## config.mk

```make
export PLATFORM = sky130hd
export DESIGN_NAME = fence_pool_and_range_lock_table_top
export DESIGN_NICKNAME = d
export VERILOG_FILES = /design/src/hw/rtl/fprl_pkg.sv /design/src/hw/rtl/fprl_ram.sv /design/src/hw/rtl/fence_pool_and_range_lock_table_top.sv
export SDC_FILE = /design/constraint.sdc
export NUM_CORES = 2
export LEC_CHECK = 0
export ABC_AREA = 0
export BUFFER_PORTS_ARGS = -buffer_cell sky130_fd_sc_hd__buf_2
export CAP_MARGIN = 10
export CORE_ASPECT_RATIO = 0.9
export CORE_MARGIN = 3
export CORE_UTILIZATION = 37
export DETAILED_ROUTE_END_ITERATION = 7
export PLACE_DENSITY = 0.54
export SLEW_MARGIN = 20
export SYNTH_ARGS = -nofsm -noshare
export SYNTH_HDL_FRONTEND = slang
export SYNTH_SLANG_ARGS = --single-unit
```

## constraint.sdc

```tcl
create_clock -name i_clk -period 12.9 [get_ports i_clk]
set_input_delay 2.58 -clock i_clk [delete_from_list [all_inputs] [get_ports i_clk]]
set_output_delay 2.58 -clock i_clk [all_outputs]
set_load 0.02 [all_outputs]
```

## src/hw/rtl/fprl_pkg.sv

```systemverilog
package fprl_pkg;

    localparam int unsigned REQ_W   = 2;
    localparam int unsigned FRAME_W = 32;
    localparam int unsigned FLAG_W  = 8;
    localparam int unsigned ADDR_W  = 32;
    localparam int unsigned SIZE_W  = 33;
    localparam int unsigned HSLOT_W = 4;
    localparam int unsigned HGEN_W  = 16;
    localparam int unsigned CFG_IDX_W  = 1;
    localparam int unsigned CFG_DATA_W = 4;

    typedef enum logic [REQ_W-1:0] {
        REQ_CREATE = 2'd0,
        REQ_CLEAN  = 2'd1,
        REQ_LOCK   = 2'd2,
        REQ_WAIT   = 2'd3
    } t_req;

    localparam logic [CFG_IDX_W-1:0] CFG_EXPIRY_MODE = 1'b0;
    localparam logic [CFG_IDX_W-1:0] CFG_FRAMES      = 1'b1;

    typedef struct packed {
        logic [REQ_W-1:0]   req_type;
        logic [FRAME_W-1:0] frame_number;
        logic [FLAG_W-1:0]  sync_flag;
        logic [ADDR_W-1:0]  range_begin;
        logic [ADDR_W-1:0]  range_length;
        logic [HSLOT_W-1:0] lock_slot;
        logic [HGEN_W-1:0]  lock_gen;
    } t_in_word;

    typedef struct packed {
        logic [HSLOT_W-1:0] handle_slot;
        logic [HGEN_W-1:0]  handle_gen;
        logic               ok;
        logic               table_full;
    } t_out_word;

    // half-open overlap in 34-bit arithmetic
    function automatic logic spans_overlap(
        input logic [ADDR_W-1:0] a0, input logic [ADDR_W-1:0] alen,
        input logic [ADDR_W-1:0] b0, input logic [SIZE_W-1:0] blen);
        logic [SIZE_W:0] ae;
        logic [SIZE_W:0] be;
        ae = {2'b00, a0} + {2'b00, alen};
        be = {2'b00, b0} + {1'b0, blen};
        return ({2'b00, a0} < be) && ({2'b00, b0} < ae);
    endfunction

endpackage

```

## src/hw/rtl/fprl_ram.sv

```systemverilog
module fprl_ram #(
    parameter int unsigned WIDTH = 8,
    parameter int unsigned DEPTH = 16
) (
    input  logic                     i_clk,
    input  logic                     i_we,
    input  logic [$clog2(DEPTH)-1:0] i_waddr,
    input  logic [WIDTH-1:0]         i_wdata,
    input  logic [$clog2(DEPTH)-1:0] i_raddr,
    output logic [WIDTH-1:0]         o_rdata
);

    logic [WIDTH-1:0] r_mem [DEPTH];

    always_ff @(posedge i_clk) begin
        if (i_we) begin
            r_mem[i_waddr] <= i_wdata;
        end
        o_rdata <= r_mem[i_raddr];
    end

endmodule

```

## src/hw/rtl/fence_pool_and_range_lock_table_top.sv

```systemverilog
// Sync-slot pool with a table of locked byte ranges.
// Input channel: i_in_valid / o_in_stall carry one request word (t_in_word).
// Output channel: o_out_valid / i_out_stall carry one result word per request.
// Config channel: i_cfg_valid / o_cfg_ready, index 0 expiry mode, 1 frames in
// flight; written only while the block is idle.
// A request is taken only while no other is at work. Create and clean walk
// the pool one slot a cycle (clean reads the slot frame memory), lock walks
// the lock table one entry a cycle and stops at the first overlapping entry,
// and wait reads, fetches and evaluates each used lock entry in turn. Both
// memories have a registered read. Once the result is loaded the block
// returns to idle, where the next request is taken.
// The result sits in an output register; while i_out_stall is high the word
// holds and the next request may be accepted and worked on, but its result
// waits until the register frees.
// Reset (synchronous, active low) clears the exists, busy and generation bits
// of the pool and the lock count, and sets expiry mode 0 and three frames in
// flight; memory contents are not cleared, no clearing pass is needed.
module fence_pool_and_range_lock_table_top
    import fprl_pkg::*;
#(
    parameter int unsigned POOL_DEPTH = 16,
    parameter int unsigned LOCK_DEPTH = 16,
    parameter int unsigned GEN_WIDTH  = 16
) (
    input  logic                  i_clk,
    input  logic                  i_rst_n,
    input  logic                  i_in_valid,
    output logic                  o_in_stall,
    input  t_in_word              i_in_word,
    output logic                  o_out_valid,
    input  logic                  i_out_stall,
    output t_out_word             o_out_word,
    input  logic                  i_cfg_valid,
    output logic                  o_cfg_ready,
    input  logic [CFG_IDX_W-1:0]  i_cfg_index,
    input  logic [CFG_DATA_W-1:0] i_cfg_data
);

    localparam int unsigned PW = $clog2(POOL_DEPTH);
    localparam int unsigned LW = $clog2(LOCK_DEPTH);
    localparam int unsigned PC = PW + 1;
    localparam int unsigned LC = LW + 1;
    localparam int unsigned LMW = ADDR_W + SIZE_W + HSLOT_W + GEN_WIDTH;

    typedef enum logic [9:0] {
        ST_IDLE  = 10'b0000000001,
        ST_PSCAN = 10'b0000000010,
        ST_PWR   = 10'b0000000100,
        ST_LSCAN = 10'b0000001000,
        ST_LWR   = 10'b0000010000,
        ST_WRD   = 10'b0000100000,
        ST_WGEN  = 10'b0001000000,
        ST_WEVAL = 10'b0010000000,
        ST_DONE  = 10'b0100000000,
        ST_OUT   = 10'b1000000000
    } t_state;

    t_state r_state, n_state;
    t_in_word r_req;
    logic r_mode;
    logic [CFG_DATA_W-1:0] r_fif;

    logic [POOL_DEPTH-1:0] r_exists, r_busy;
    logic [GEN_WIDTH-1:0] r_gen [POOL_DEPTH];
    logic [LC-1:0] r_used;

    logic [PC-1:0] r_pi;
    logic [LC-1:0] r_li, r_wi;
    logic r_found;
    logic [PW-1:0] r_fslot;
    logic r_err;
    t_out_word r_res;
    t_out_word r_out_word;
    logic r_out_valid;

    // slot frame memory
    logic             sf_we;
    logic [PW-1:0]    sf_waddr, sf_raddr;
    logic [FRAME_W-1:0] sf_wdata, sf_rdata;

    // lock memory
    logic             lm_we;
    logic [LW-1:0]    lm_waddr, lm_raddr;
    logic [LMW-1:0]   lm_wdata, lm_rdata;
    logic [LMW-1:0]   r_ent;

    fprl_ram #(.WIDTH(FRAME_W), .DEPTH(POOL_DEPTH)) u_frame (
        .i_clk(i_clk), .i_we(sf_we), .i_waddr(sf_waddr), .i_wdata(sf_wdata),
        .i_raddr(sf_raddr), .o_rdata(sf_rdata));
    fprl_ram #(.WIDTH(LMW), .DEPTH(LOCK_DEPTH)) u_lock (
        .i_clk(i_clk), .i_we(lm_we), .i_waddr(lm_waddr), .i_wdata(lm_wdata),
        .i_raddr(lm_raddr), .o_rdata(lm_rdata));

    logic [ADDR_W-1:0]    e_start;
    logic [SIZE_W-1:0]    e_size;
    logic [HSLOT_W-1:0]   e_oslot;
    logic [GEN_WIDTH-1:0] e_ogen;
    assign {e_start, e_size, e_oslot, e_ogen} = r_ent;

    logic [ADDR_W-1:0]    l_start;
    logic [SIZE_W-1:0]    l_size;
    logic [HSLOT_W-1:0]   l_oslot;
    logic [GEN_WIDTH-1:0] l_ogen;
    assign {l_start, l_size, l_oslot, l_ogen} = lm_rdata;

    logic [GEN_WIDTH-1:0] req_gen;
    assign req_gen = GEN_WIDTH'(r_req.lock_gen);

    logic [PW-1:0] pi_idx;
    assign pi_idx = r_pi[PW-1:0];

    logic expire;
    logic [FRAME_W-1:0] fdiff;
    always_comb begin
        fdiff = r_req.frame_number - sf_rdata;
        if (!r_mode) begin
            expire = fdiff >= FRAME_W'(r_fif);
        end else begin
            expire = sf_rdata < r_req.frame_number;
        end
    end

    // first slot that does not exist yet
    logic fa_found;
    logic [PW-1:0] fa_idx;
    always_comb begin
        fa_found = 1'b0;
        fa_idx   = '0;
        for (int k = 0; k < POOL_DEPTH; k++) begin
            if (!fa_found && !r_exists[k]) begin
                fa_found = 1'b1;
                fa_idx   = PW'(k);
            end
        end
    end

    // merged span
    logic [SIZE_W:0] m_e0, m_e1, m_ne;
    logic [ADDR_W-1:0] m_ns;
    logic [SIZE_W:0] m_sz;
    always_comb begin
        m_e0 = {2'b00, l_start} + {1'b0, l_size};
        m_e1 = {2'b00, r_req.range_begin} + {2'b00, r_req.range_length};
        m_ns = (r_req.range_begin < l_start) ? r_req.range_begin : l_start;
        m_ne = (m_e1 > m_e0) ? m_e1 : m_e0;
        m_sz = m_ne - {2'b00, m_ns};
    end

    logic l_ov;
    assign l_ov = spans_overlap(r_req.range_begin, r_req.range_length, l_start, l_size);
    logic e_ov;
    assign e_ov = spans_overlap(r_req.range_begin, r_req.range_length, e_start, e_size);

    // owner generation, out-of-pool reads zero
    logic [GEN_WIDTH-1:0] own_gen;
    logic own_in;
    logic [PW-1:0] own_idx;
    always_comb begin
        own_in  = 32'(e_oslot) < POOL_DEPTH;
        own_idx = PW'(e_oslot);
        own_gen = own_in ? r_gen[own_idx] : '0;
    end

    assign o_in_stall  = (r_state != ST_IDLE);
    assign o_cfg_ready = (r_state == ST_IDLE);
    assign o_out_valid = r_out_valid;
    assign o_out_word  = r_out_word;

    always_comb begin
        n_state  = r_state;
        sf_we    = 1'b0;
        sf_waddr = r_fslot;
        sf_wdata = r_req.frame_number;
        sf_raddr = pi_idx;
        lm_we    = 1'b0;
        lm_waddr = r_wi[LW-1:0];
        lm_wdata = r_ent;
        lm_raddr = r_li[LW-1:0];
        unique case (r_state)
            ST_IDLE: begin
                sf_raddr = '0;
                lm_raddr = '0;
                if (i_in_valid) begin
                    unique case (i_in_word.req_type) inside
                        REQ_CREATE, REQ_CLEAN: n_state = ST_PSCAN;
                        REQ_LOCK: n_state = ST_LSCAN;
                        default: n_state = ST_WRD;
                    endcase
                end
            end
            ST_PSCAN: begin
                sf_raddr = PW'(r_pi + 1'b1);
                if (r_req.req_type == REQ_CREATE) begin
                    if (r_pi == PC'(POOL_DEPTH)) n_state = ST_PWR;
                end else if (r_pi == PC'(POOL_DEPTH)) begin
                    n_state = ST_DONE;
                end
            end
            ST_PWR: begin
                sf_we = r_found;
                n_state = ST_DONE;
            end
            ST_LSCAN: begin
                if (l_ov && r_li < r_used) lm_raddr = LW'(r_li);
                else lm_raddr = LW'(r_li + 1'b1);
                if (r_li >= r_used || r_li == LC'(LOCK_DEPTH) ||
                    (l_ov && r_li < r_used)) begin
                    n_state = ST_LWR;
                end
            end
            ST_LWR: begin
                n_state = ST_DONE;
                if (r_found) begin
                    lm_we = 1'b1;
                    lm_waddr = r_wi[LW-1:0];
                    lm_wdata = {m_ns, m_sz[SIZE_W-1:0], r_req.lock_slot, req_gen};
                end else if (r_used < LC'(LOCK_DEPTH)) begin
                    lm_we = 1'b1;
                    lm_waddr = r_used[LW-1:0];
                    lm_wdata = {r_req.range_begin, 1'b0, r_req.range_length,
                                r_req.lock_slot, req_gen};
                end
            end
            ST_WRD: begin
                if (r_li >= r_used || r_li == LC'(LOCK_DEPTH)) n_state = ST_DONE;
                else n_state = ST_WGEN;
            end
            ST_WGEN: n_state = ST_WEVAL;
            ST_WEVAL: begin
                lm_raddr = LW'(r_li);
                if (own_gen == e_ogen && !e_ov) begin
                    lm_we = 1'b1;
                    lm_waddr = r_wi[LW-1:0];
                    lm_wdata = r_ent;
                end
                n_state = ST_WRD;
            end
            ST_DONE: n_state = ST_OUT;
            ST_OUT: if (!r_out_valid || !i_out_stall) n_state = ST_IDLE;
            default: n_state = ST_IDLE;
        endcase
    end

    always_ff @(posedge i_clk) begin
        if (!i_rst_n) begin
            r_state <= ST_IDLE;
            r_mode <= 1'b0;
            r_fif <= CFG_DATA_W'(3);
            r_exists <= '0;
            r_busy <= '0;
            r_used <= '0;
            r_out_valid <= 1'b0;
            for (int k = 0; k < POOL_DEPTH; k++) r_gen[k] <= '0;
        end else begin
            r_state <= n_state;
            if (r_state == ST_OUT && (!r_out_valid || !i_out_stall)) begin
                r_out_valid <= 1'b1;
                r_out_word <= r_res;
            end else if (!i_out_stall) begin
                r_out_valid <= 1'b0;
            end
            if (i_cfg_valid && o_cfg_ready) begin
                if (i_cfg_index == CFG_EXPIRY_MODE) r_mode <= i_cfg_data[0];
                else r_fif <= i_cfg_data;
            end
            unique case (r_state)
                ST_IDLE: begin
                    r_req <= i_in_word;
                    r_pi <= '0;
                    r_li <= '0;
                    r_wi <= '0;
                    r_found <= 1'b0;
                    r_err <= 1'b0;
                    r_res <= '{handle_slot: '0, handle_gen: '0, ok: 1'b1,
                               table_full: 1'b0};
                end
                ST_PSCAN: begin
                    r_pi <= r_pi + 1'b1;
                    if (r_req.req_type == REQ_CREATE) begin
                        // first free existing slot, else first absent slot
                        if (r_pi == PC'(POOL_DEPTH)) begin
                            if (!r_found && fa_found) begin
                                r_found <= 1'b1;
                                r_fslot <= fa_idx;
                            end
                        end else if (!r_found && r_exists[pi_idx] && !r_busy[pi_idx]) begin
                            r_found <= 1'b1;
                            r_fslot <= pi_idx;
                        end
                    end else if (r_pi < PC'(POOL_DEPTH)) begin
                        if (r_exists[pi_idx] && r_busy[pi_idx] && expire)
                            r_busy[pi_idx] <= 1'b0;
                    end
                end
                ST_PWR: begin
                    if (r_found) begin
                        r_busy[r_fslot] <= 1'b1;
                        r_res.handle_slot <= HSLOT_W'(r_fslot);
                        if (r_exists[r_fslot]) begin
                            r_gen[r_fslot] <= r_gen[r_fslot] + 1'b1;
                            r_res.handle_gen <= HGEN_W'(r_gen[r_fslot] + 1'b1);
                        end else begin
                            r_exists[r_fslot] <= 1'b1;
                            r_gen[r_fslot] <= '0;
                        end
                    end else begin
                        r_res.ok <= 1'b0;
                        r_res.table_full <= 1'b1;
                    end
                end
                ST_LSCAN: begin
                    r_li <= r_li + 1'b1;
                    if (l_ov && r_li < r_used && r_li != LC'(LOCK_DEPTH)) begin
                        r_found <= 1'b1;
                        r_wi <= r_li;
                    end
                end
                ST_LWR: begin
                    if (!r_found) begin
                        if (r_used < LC'(LOCK_DEPTH)) begin
                            r_used <= r_used + 1'b1;
                        end else begin
                            r_res.ok <= 1'b0;
                            r_res.table_full <= 1'b1;
                        end
                    end
                end
                ST_WRD: begin
                    if (r_li >= r_used || r_li == LC'(LOCK_DEPTH)) begin
                        r_used <= r_wi;
                        r_res.ok <= !r_err;
                    end
                end
                ST_WGEN: r_ent <= lm_rdata;
                ST_WEVAL: begin
                    r_li <= r_li + 1'b1;
                    if (own_gen != e_ogen) begin
                        r_err <= !(own_gen > e_ogen);
                    end else if (e_ov) begin
                        if (own_in) r_busy[own_idx] <= 1'b0;
                    end else begin
                        r_wi <= r_wi + 1'b1;
                    end
                end
                ST_DONE: ;
                ST_OUT: ;
                default: ;
            endcase
        end
    end

endmodule

```

Word-level counts from Yosys, hierarchy flattened

Memory sizes are Yosys's and may differ from the RTL's. A register that Yosys moved wholly into a read port is not among the register bits.
Cells that the tools add are included.

Register bits: 321
Logic and storage cells: 345
Memories: 3
ROM bits: 0
Memory bits (writable): 2128
Bits in latches: 0
Bits of input ports: 136

Memory list:

| name          | words | bits a word | read ports | clocked after Yosys merged registers in | write ports | RTL line                                  | RTL |
|---|---|---|---|---|---|---|---|
| u_lock.r_mem  | 16    | 85          | 1          | 1                                       | 1           | fprl_ram.sv:13                            | `logic [WIDTH-1:0] r_mem [DEPTH];` |
| u_frame.r_mem | 16    | 32          | 1          | 1                                       | 1           | fprl_ram.sv:13                            |  |
| r_gen         | 16    | 16          | 2          | 2                                       | 16          | fence_pool_and_range_lock_table_top.sv:64 | `logic [GEN_WIDTH-1:0] r_gen [POOL_DEPTH];` |

Reductions and logical operators: 105
Divide/modulo/power cells: 0
Add/sub/neg operators: 10
Equal/unequal tests: 42
$mul: 0
Shift-type cells: 0
Mux-type cells: 129
$lt $le $gt $ge: 19
Bitwise gates (word level): 9

Operator list:

| operator                                      | count |
|---|---|
| 2-to-1 mux 85 bit                             | 3 |
| 2-to-1 mux 16 bit                             | 9 |
| less-than comparator 32 x 34 -> 1 bit         | 3 |
| 2-to-1 mux 4 bit                              | 23 |
| case mux 10 bit (9 select lines)              | 1 |
| adder 32 x 33 -> 34 bit                       | 2 |
| less-than comparator 32 bit                   | 2 |
| 2-to-1 mux 10 bit                             | 6 |
| 2-to-1 mux 1 bit                              | 53 |
| case mux 16 bit (3 select lines)              | 1 |
| inequality test 2 bit (second input constant) | 20 |
| case mux 20 bit (2 select lines)              | 1 |
| logical NOT 1 bit                             | 36 |
| > comparator 33 x 34 -> 1 bit                 | 1 |
| adder 32 x 32 -> 33 bit                       | 1 |
| less-than comparator 32 x 33 -> 1 bit         | 1 |
| 2-to-1 mux 33 bit                             | 1 |
| subtractor 33 x 32 -> 33 bit                  | 1 |
| bitwise AND 16 bit                            | 2 |
| greater-or-equal comparator 32 x 4 -> 1 bit   | 1 |
| 2-to-1 mux 32 bit                             | 1 |
| inverter 16 bit                               | 2 |
| OR 16 bit                                     | 2 |
| subtractor 32 bit                             | 1 |
| 56 further kinds                              | 140 |

Depth between registers and ports, before layout

Depth after elaboration: 50
Gate-level depth with buffers: 42

Cells and area by module

From an unflattened synthesis, not the netlist that was laid out.

Cells, all modules: 6830
Area, all modules: 113032.2 µm²

By module, submodules not included:

| module                              | seq. area each (µm²) | cells an instance | times used | area an instance (µm²) |
|---|---|---|---|---|
| fprl_ram at u_lock                  | 42540.8              | 2180              | 1          | 52520.4 |
| fence_pool_and_range_lock_table_top | 16956.3              | 3812              | 1          | 40676.5 |
| fprl_ram at u_frame                 | 16015.4              | 838               | 1          | 19835.3 |

Worst setup path after synthesis

No wires, ideal clock.

Path type: reg2reg
Start: register r_ent[67]
End: memory u_lock.r_mem[7][0] (netlist bit) (enable)
Cell stages (with the launch flop): 26
Path buffers: 2
Required time: 12267 ps
Clock period less this slack: 11740 ps
Arrival time: 11107 ps
Path slack: 1160 ps
Setup time: 633 ps
Cell sequence: edfxtp_1 ha_1 and3_1 clkbuf_1 a22o_1 a311o_1 a21o_1 o41ai_1 o211ai_1 o211ai_1 a21boi_0 o21ai_0 nand2b_1 xnor2_1 ha_1 a21boi_0 nand2_1 or3_1 o221ai_1 a21oi_1 nor2_1 nand2_1 o311a_1 o31a_1 clkbuf_1 nor3_1

Word-level cells in the longest chain between the ends: 9
Elaborated cells on any way between the ends: 10

RTL lines:

| item                                       | RTL line                                   | RTL |
|---|---|---|
| start, declared                            | fence_pool_and_range_lock_table_top.sv:85  | `logic [LMW-1:0] r_ent;` |
| start signal, assigned                     | fence_pool_and_range_lock_table_top.sv:334 | `ST_WGEN: r_ent <= lm_rdata;` |
| adder 32 x 33 -> 34 bit                    | fprl_pkg.sv:47                             | `be = {2'b00, b0} + {1'b0, blen};` |
| less-than comparator 32 x 34 -> 1 bit      | fprl_pkg.sv:48                             | `return ({2'b00, a0} < be) && ({2'b00, b0} < ae);` |
| logical AND 1 bit (*)                      | fprl_pkg.sv:48                             |  |
| logical NOT 1 bit (*)                      | fence_pool_and_range_lock_table_top.sv:231 | `if (own_gen == e_ogen && !e_ov) begin` |
| logical AND 1 bit (*)                      | fence_pool_and_range_lock_table_top.sv:231 |  |
| 2-to-1 mux 1 bit (*)                       | fence_pool_and_range_lock_table_top.sv:231 |  |
| case mux 1 bit (2 select lines) (*)        | fence_pool_and_range_lock_table_top.sv:179 | `unique case (r_state)` |
| 2-to-1 mux 1 bit (*)                       | fprl_ram.sv:16                             | `if (i_we) begin` |
| 2-to-1 mux 1 bit (not written as such) (*) | fprl_ram.sv:17                             | `r_mem[i_waddr] <= i_wdata;` |
| end, declared                              | fprl_ram.sv:13                             |  |

Every way passes the cells marked *; elsewhere a longest branch is shown, timed or not.

Worst setup path in the final report

Start: register r_req[54] (netlist bit)
End: memory u_lock.r_mem[3][50] (netlist bit) (data pin)

Word-level cells in the longest chain between the ends: 6
Elaborated cells on any way between the ends: 8

RTL lines:

| item                             | RTL line                                   | RTL |
|---|---|---|
| start, declared                  | fence_pool_and_range_lock_table_top.sv:59  | `t_in_word r_req;` |
| start signal, assigned           | fence_pool_and_range_lock_table_top.sv:268 | `r_req <= i_in_word;` |
| adder 32 x 32 -> 33 bit          | fence_pool_and_range_lock_table_top.sv:143 | `m_e1 = {2'b00, r_req.range_begin} + {2'b00, r_req.range_length};` |
| > comparator 33 x 34 -> 1 bit    | fence_pool_and_range_lock_table_top.sv:145 | `m_ne = (m_e1 > m_e0) ? m_e1 : m_e0;` |
| 2-to-1 mux 33 bit                | fence_pool_and_range_lock_table_top.sv:145 |  |
| subtractor 33 x 32 -> 33 bit (*) | fence_pool_and_range_lock_table_top.sv:146 | `m_sz = m_ne - {2'b00, m_ns};` |
| 2-to-1 mux 85 bit (*)            | fence_pool_and_range_lock_table_top.sv:213 | `if (r_found) begin` |
| 2-to-1 mux 85 bit (*)            | --                                         |  |
| via lm_wdata[50]                 | fence_pool_and_range_lock_table_top.sv:84  | `logic [LMW-1:0] lm_wdata, lm_rdata;` |

Mark *: on every way through the listed nets, which the timed path passes. The rest lies on a longest branch.

==> flow_summary_export.csv <==
group,metric,value,unit
outcome,status,"complete, no violations",
global_routing,grt_max_degree,182,
finish,area_growth,12.9,%
detailed_routing,finalWirelength,353000,um
floorplanning,core-area,312000,um^2
logic_synthesis,syn_inst,8443,
worst_hold_path,hp-class,"register to register",
global_routing,globalRouteTotalUtil,21.5,%
detailed_routing,dr.pass1.iters,6,
global_routing,grt_overflow_total,0,
sta,fin_ws,1.27,ns
placed_design,io_buffers,152,
setup_path,cp.required,13.46,ns
clocking,cts_buffers,285,
floorplanning,rows,194,
logic_synthesis,syn_nets,8962,
setup_path,crit_type,"register to register",
logic_synthesis,asyncSetResetFlopFracSynth,0,%
setup_path,path_max_fanout,16,
logic_synthesis,synth_cell_types,90,
setup_path,start_kind,"register",
finish,seq_area,75500,um^2
logic_synthesis,ys_seq_area_share,64.9,%
detailed_routing,vias_per_cell,5.77,
placed_design,place_inst,12400,
finish,final_net_count,9068,
setup_path,arrival,12.19,ns
detailed_routing,vias,74400,
placed_design,dp_slack,1.12,ns
finish,multiInputGateArea,38500,um^2
setup_path,slowest_stage,"a2111oi_0",
logic_synthesis,yosys_register_bits,2574,
global_routing,grt_use_met3,2.76,%
global_routing,top_usage_layer,"met2",
floorplanning,die_h,538,um
setup_path,r2r_setup_slack,1.27,ns
sta,finalCriticalPeriod,11.63,ns
logic_synthesis,syn_area_per_cell,13.8,um^2
worst_hold_path,worstHoldStart,"u_lock.o_rdata[15]",
clocking,cts.repair.resized,0,
detailed_routing,drc,0,
global_routing,grtUsageMet1,30.4,%
sta,worst_pin_slew,1.18,ns
detailed_routing,wl_per_cell,27.4,um
global_routing,antenna_found_initial,17,
logic_synthesis,syn_area,116000,um^2
power,p_per_area,241,nW/um^2
clocking,cts-root-buf,"clkbuf_16",
clocking,cts_tree,"done",
setup_path,path_buf_inv,4,
placed_design,gp_congestion,0.922,
clocking,clkLatencyLatePin,0.86,ns
placed_design,dp_hpwl,206000,um
detailed_routing,drt.antenna.violating_nets,0,
sta,relSlewSlack,21.2,%
finish,final_cell_mix,"edfxtp_1, nand2_1, a21oi_1",
clocking,clock_sinks,2574,
setup_path,cp-end-kind,"register",
power,ir_drop,317,uV
clocking,cts.path.max_buffers,4,
sta,grt_setup_unrepaired,"no",
sta,setup_viol,0,
logic_synthesis,yosysWarnings,0,
sta,maxSlewViolCount,0,
floorplanning,dieArea,321000,um^2
finish,nFillCells,28400,
sta,hold_viol,0,
logic_synthesis,synth_ff_type,"edfxtp_1",
clocking,post_cts_buffers,0,
clocking,cts.clk_slew.worst_paths,0.06,ns
power,power.leakage,47.8,nW
setup_path,reg2reg_from,"r_req[54]",
floorplanning,io-pin-count,161,
global_routing,first_global_vias,72500,
worst_hold_path,min_to,"r_ent[15]",
worst_hold_path,holdPathStages,0,
setup_path,slowest_delay,0.64,ns
finish,finalNonFillerCells,12900,
logic_synthesis,synth_edf_count,2396,
setup_path,reg2reg_to,"u_lock.r_mem[3][50]",
flow_run,max_cap_violations,0,
sta,fin_crit_sh,90.2,%
floorplanning,die_w,597,um
floorplanning,initial_core_util,37.3,%
setup_path,worstRegToRegCells,43,
global_routing,grt_pass1_wl,510000,um
clocking,hold_buffers,0,
global_routing,grt_use_met2,34.7,%
sta,fin_skew,0.0552,ns
sta,fmax,0.0860,GHz
detailed_routing,drt_iter0_drc,7009,
finish,drive_above_1_share,12.4,%
clocking,cts_max_level,5,
sta,tns,0,ns
setup_path,path_delay_family,"compound AO/OA/AOI/OAI gates",
finish,layout_commonest_cell,"edfxtp_1",
Yosys cell counts, types with 69 or more instances:
cell | number | share of area (%)
ha_1 | 378 | 4.1
clkbuf_1 | 375 | 1.2
a211oi_1 | 189 | 1.2
buf_2 | 81 | 0.35
inv_1 | 199 | 0.64
or4_1 | 90 | 0.58
mux4_2 | 175 | 3.4
a221oi_1 | 177 | 1.3
nand2_1 | 655 | 2.1
mux2i_1 | 596 | 5.1
and2_1 | 145 | 0.78
edfxtp_1 | 2396 | 62
o21ai_0 | 166 | 0.71
nand3_1 | 77 | 0.33
xnor2_1 | 75 | 0.56
xor2_1 | 69 | 0.52
nor2_1 | 542 | 1.7
a311oi_1 | 70 | 0.53
a21o_1 | 119 | 0.77
a31oi_1 | 91 | 0.49
o22ai_1 | 229 | 1.2
dfxtp_1 | 178 | 3.1
a21oi_1 | 604 | 2.6
nor3_1 | 89 | 0.38
layout make-up:
cell class                      instances  share of cell area, %
Antenna cell                            9                 0.0171
Clock buffer                          384                   5.94
Clock inverter                        125                  0.853
Inverter                              201                  0.574
Multi-Input combinational cell       5151                   29.3
Sequential cell                      2574                   57.5
Tap cell                             4116                   3.92
Timing Repair Buffer                  336                   1.88
cells by family after synthesis:
logic type / Yosys count / synth area share, %
xor gates and xnor gates: 145 / 1.10
muxes: 801 / 8.80
and+or+nand+nor: 1901 / 7.65
buffers and inverters: 718 / 2.50
DFF: 2574 / 64.9
adders and majority gates: 383 / 4.15
AOI/OAI and AO/OA: 1921 / 10.9
metal layers:
| metal | vias to the layer above | routed length [um] |
|---|---|---|
| met5 | - | 27 |
| met4 | 4 | 9720 |
| met2 | 2629 | 165000 |
| met3 | 502 | 22100 |
| met1 | 38200 | 157000 |
| li1 | 33100 | - |
power breakdown:
| part | internal, W | leakage, nW | switching [W] | total, W |
|---|---|---|---|---|
| combinational | 0.00499 | 20.0 | 0.00852 | 0.0135 |
| clock | 0.00455 | 4.34 | 0.00331 | 0.00785 |
| sequential | 0.00981 | 23.4 | 0.000525 | 0.0103 |
| total | 0.0193 | 47.8 | 0.0123 | 0.0317 |
registers in the layout (all words and copies together), names as in the netlist, 16 cells and up, named ones only:
register         flops
o_out_word          22
r_busy              16
r_ent               85
r_exists            16
r_gen              256
r_req               70
r_res               22
req_gen             16
sf_wdata            32
u_frame.o_rdata     32
u_frame.r_mem      512
u_lock.o_rdata      85
u_lock.r_mem      1360
per-stage QoR:
stage	instance area (um^2)	hold slack [ns]	utilization [%]	power (W)
3_3_place_gp	122000	0.386	39.2	0.0236
3_5_place_dp	122000	0.389	39.2	0.0237
6_report	131000	0.364	42.2	0.0317
2_1_floorplan	116000	0.386	-	0.0196
5_1_grt	131000	0.371	42.2	0.0335
4_1_cts	131000	0.355	42.1	0.0317
worst max-delay path by stage:
stage          startpoint              endpoint  slack [ns]  depth (start not counted)
3_3_place_gp    r_req[54]   u_lock.r_mem[8][50]        1.09                         43
3_5_place_dp    r_req[54]  u_lock.r_mem[11][50]        1.12                         43
5_1_grt         r_req[54]   u_lock.r_mem[2][50]        0.53                         43
2_1_floorplan   r_ent[67]    u_lock.r_mem[7][0]        1.16                         25
4_1_cts         r_req[54]   u_lock.r_mem[2][50]        1.05                         43
6_report        r_req[54]   u_lock.r_mem[3][50]        1.27                         43
Power figures use the tool's default switching activity.
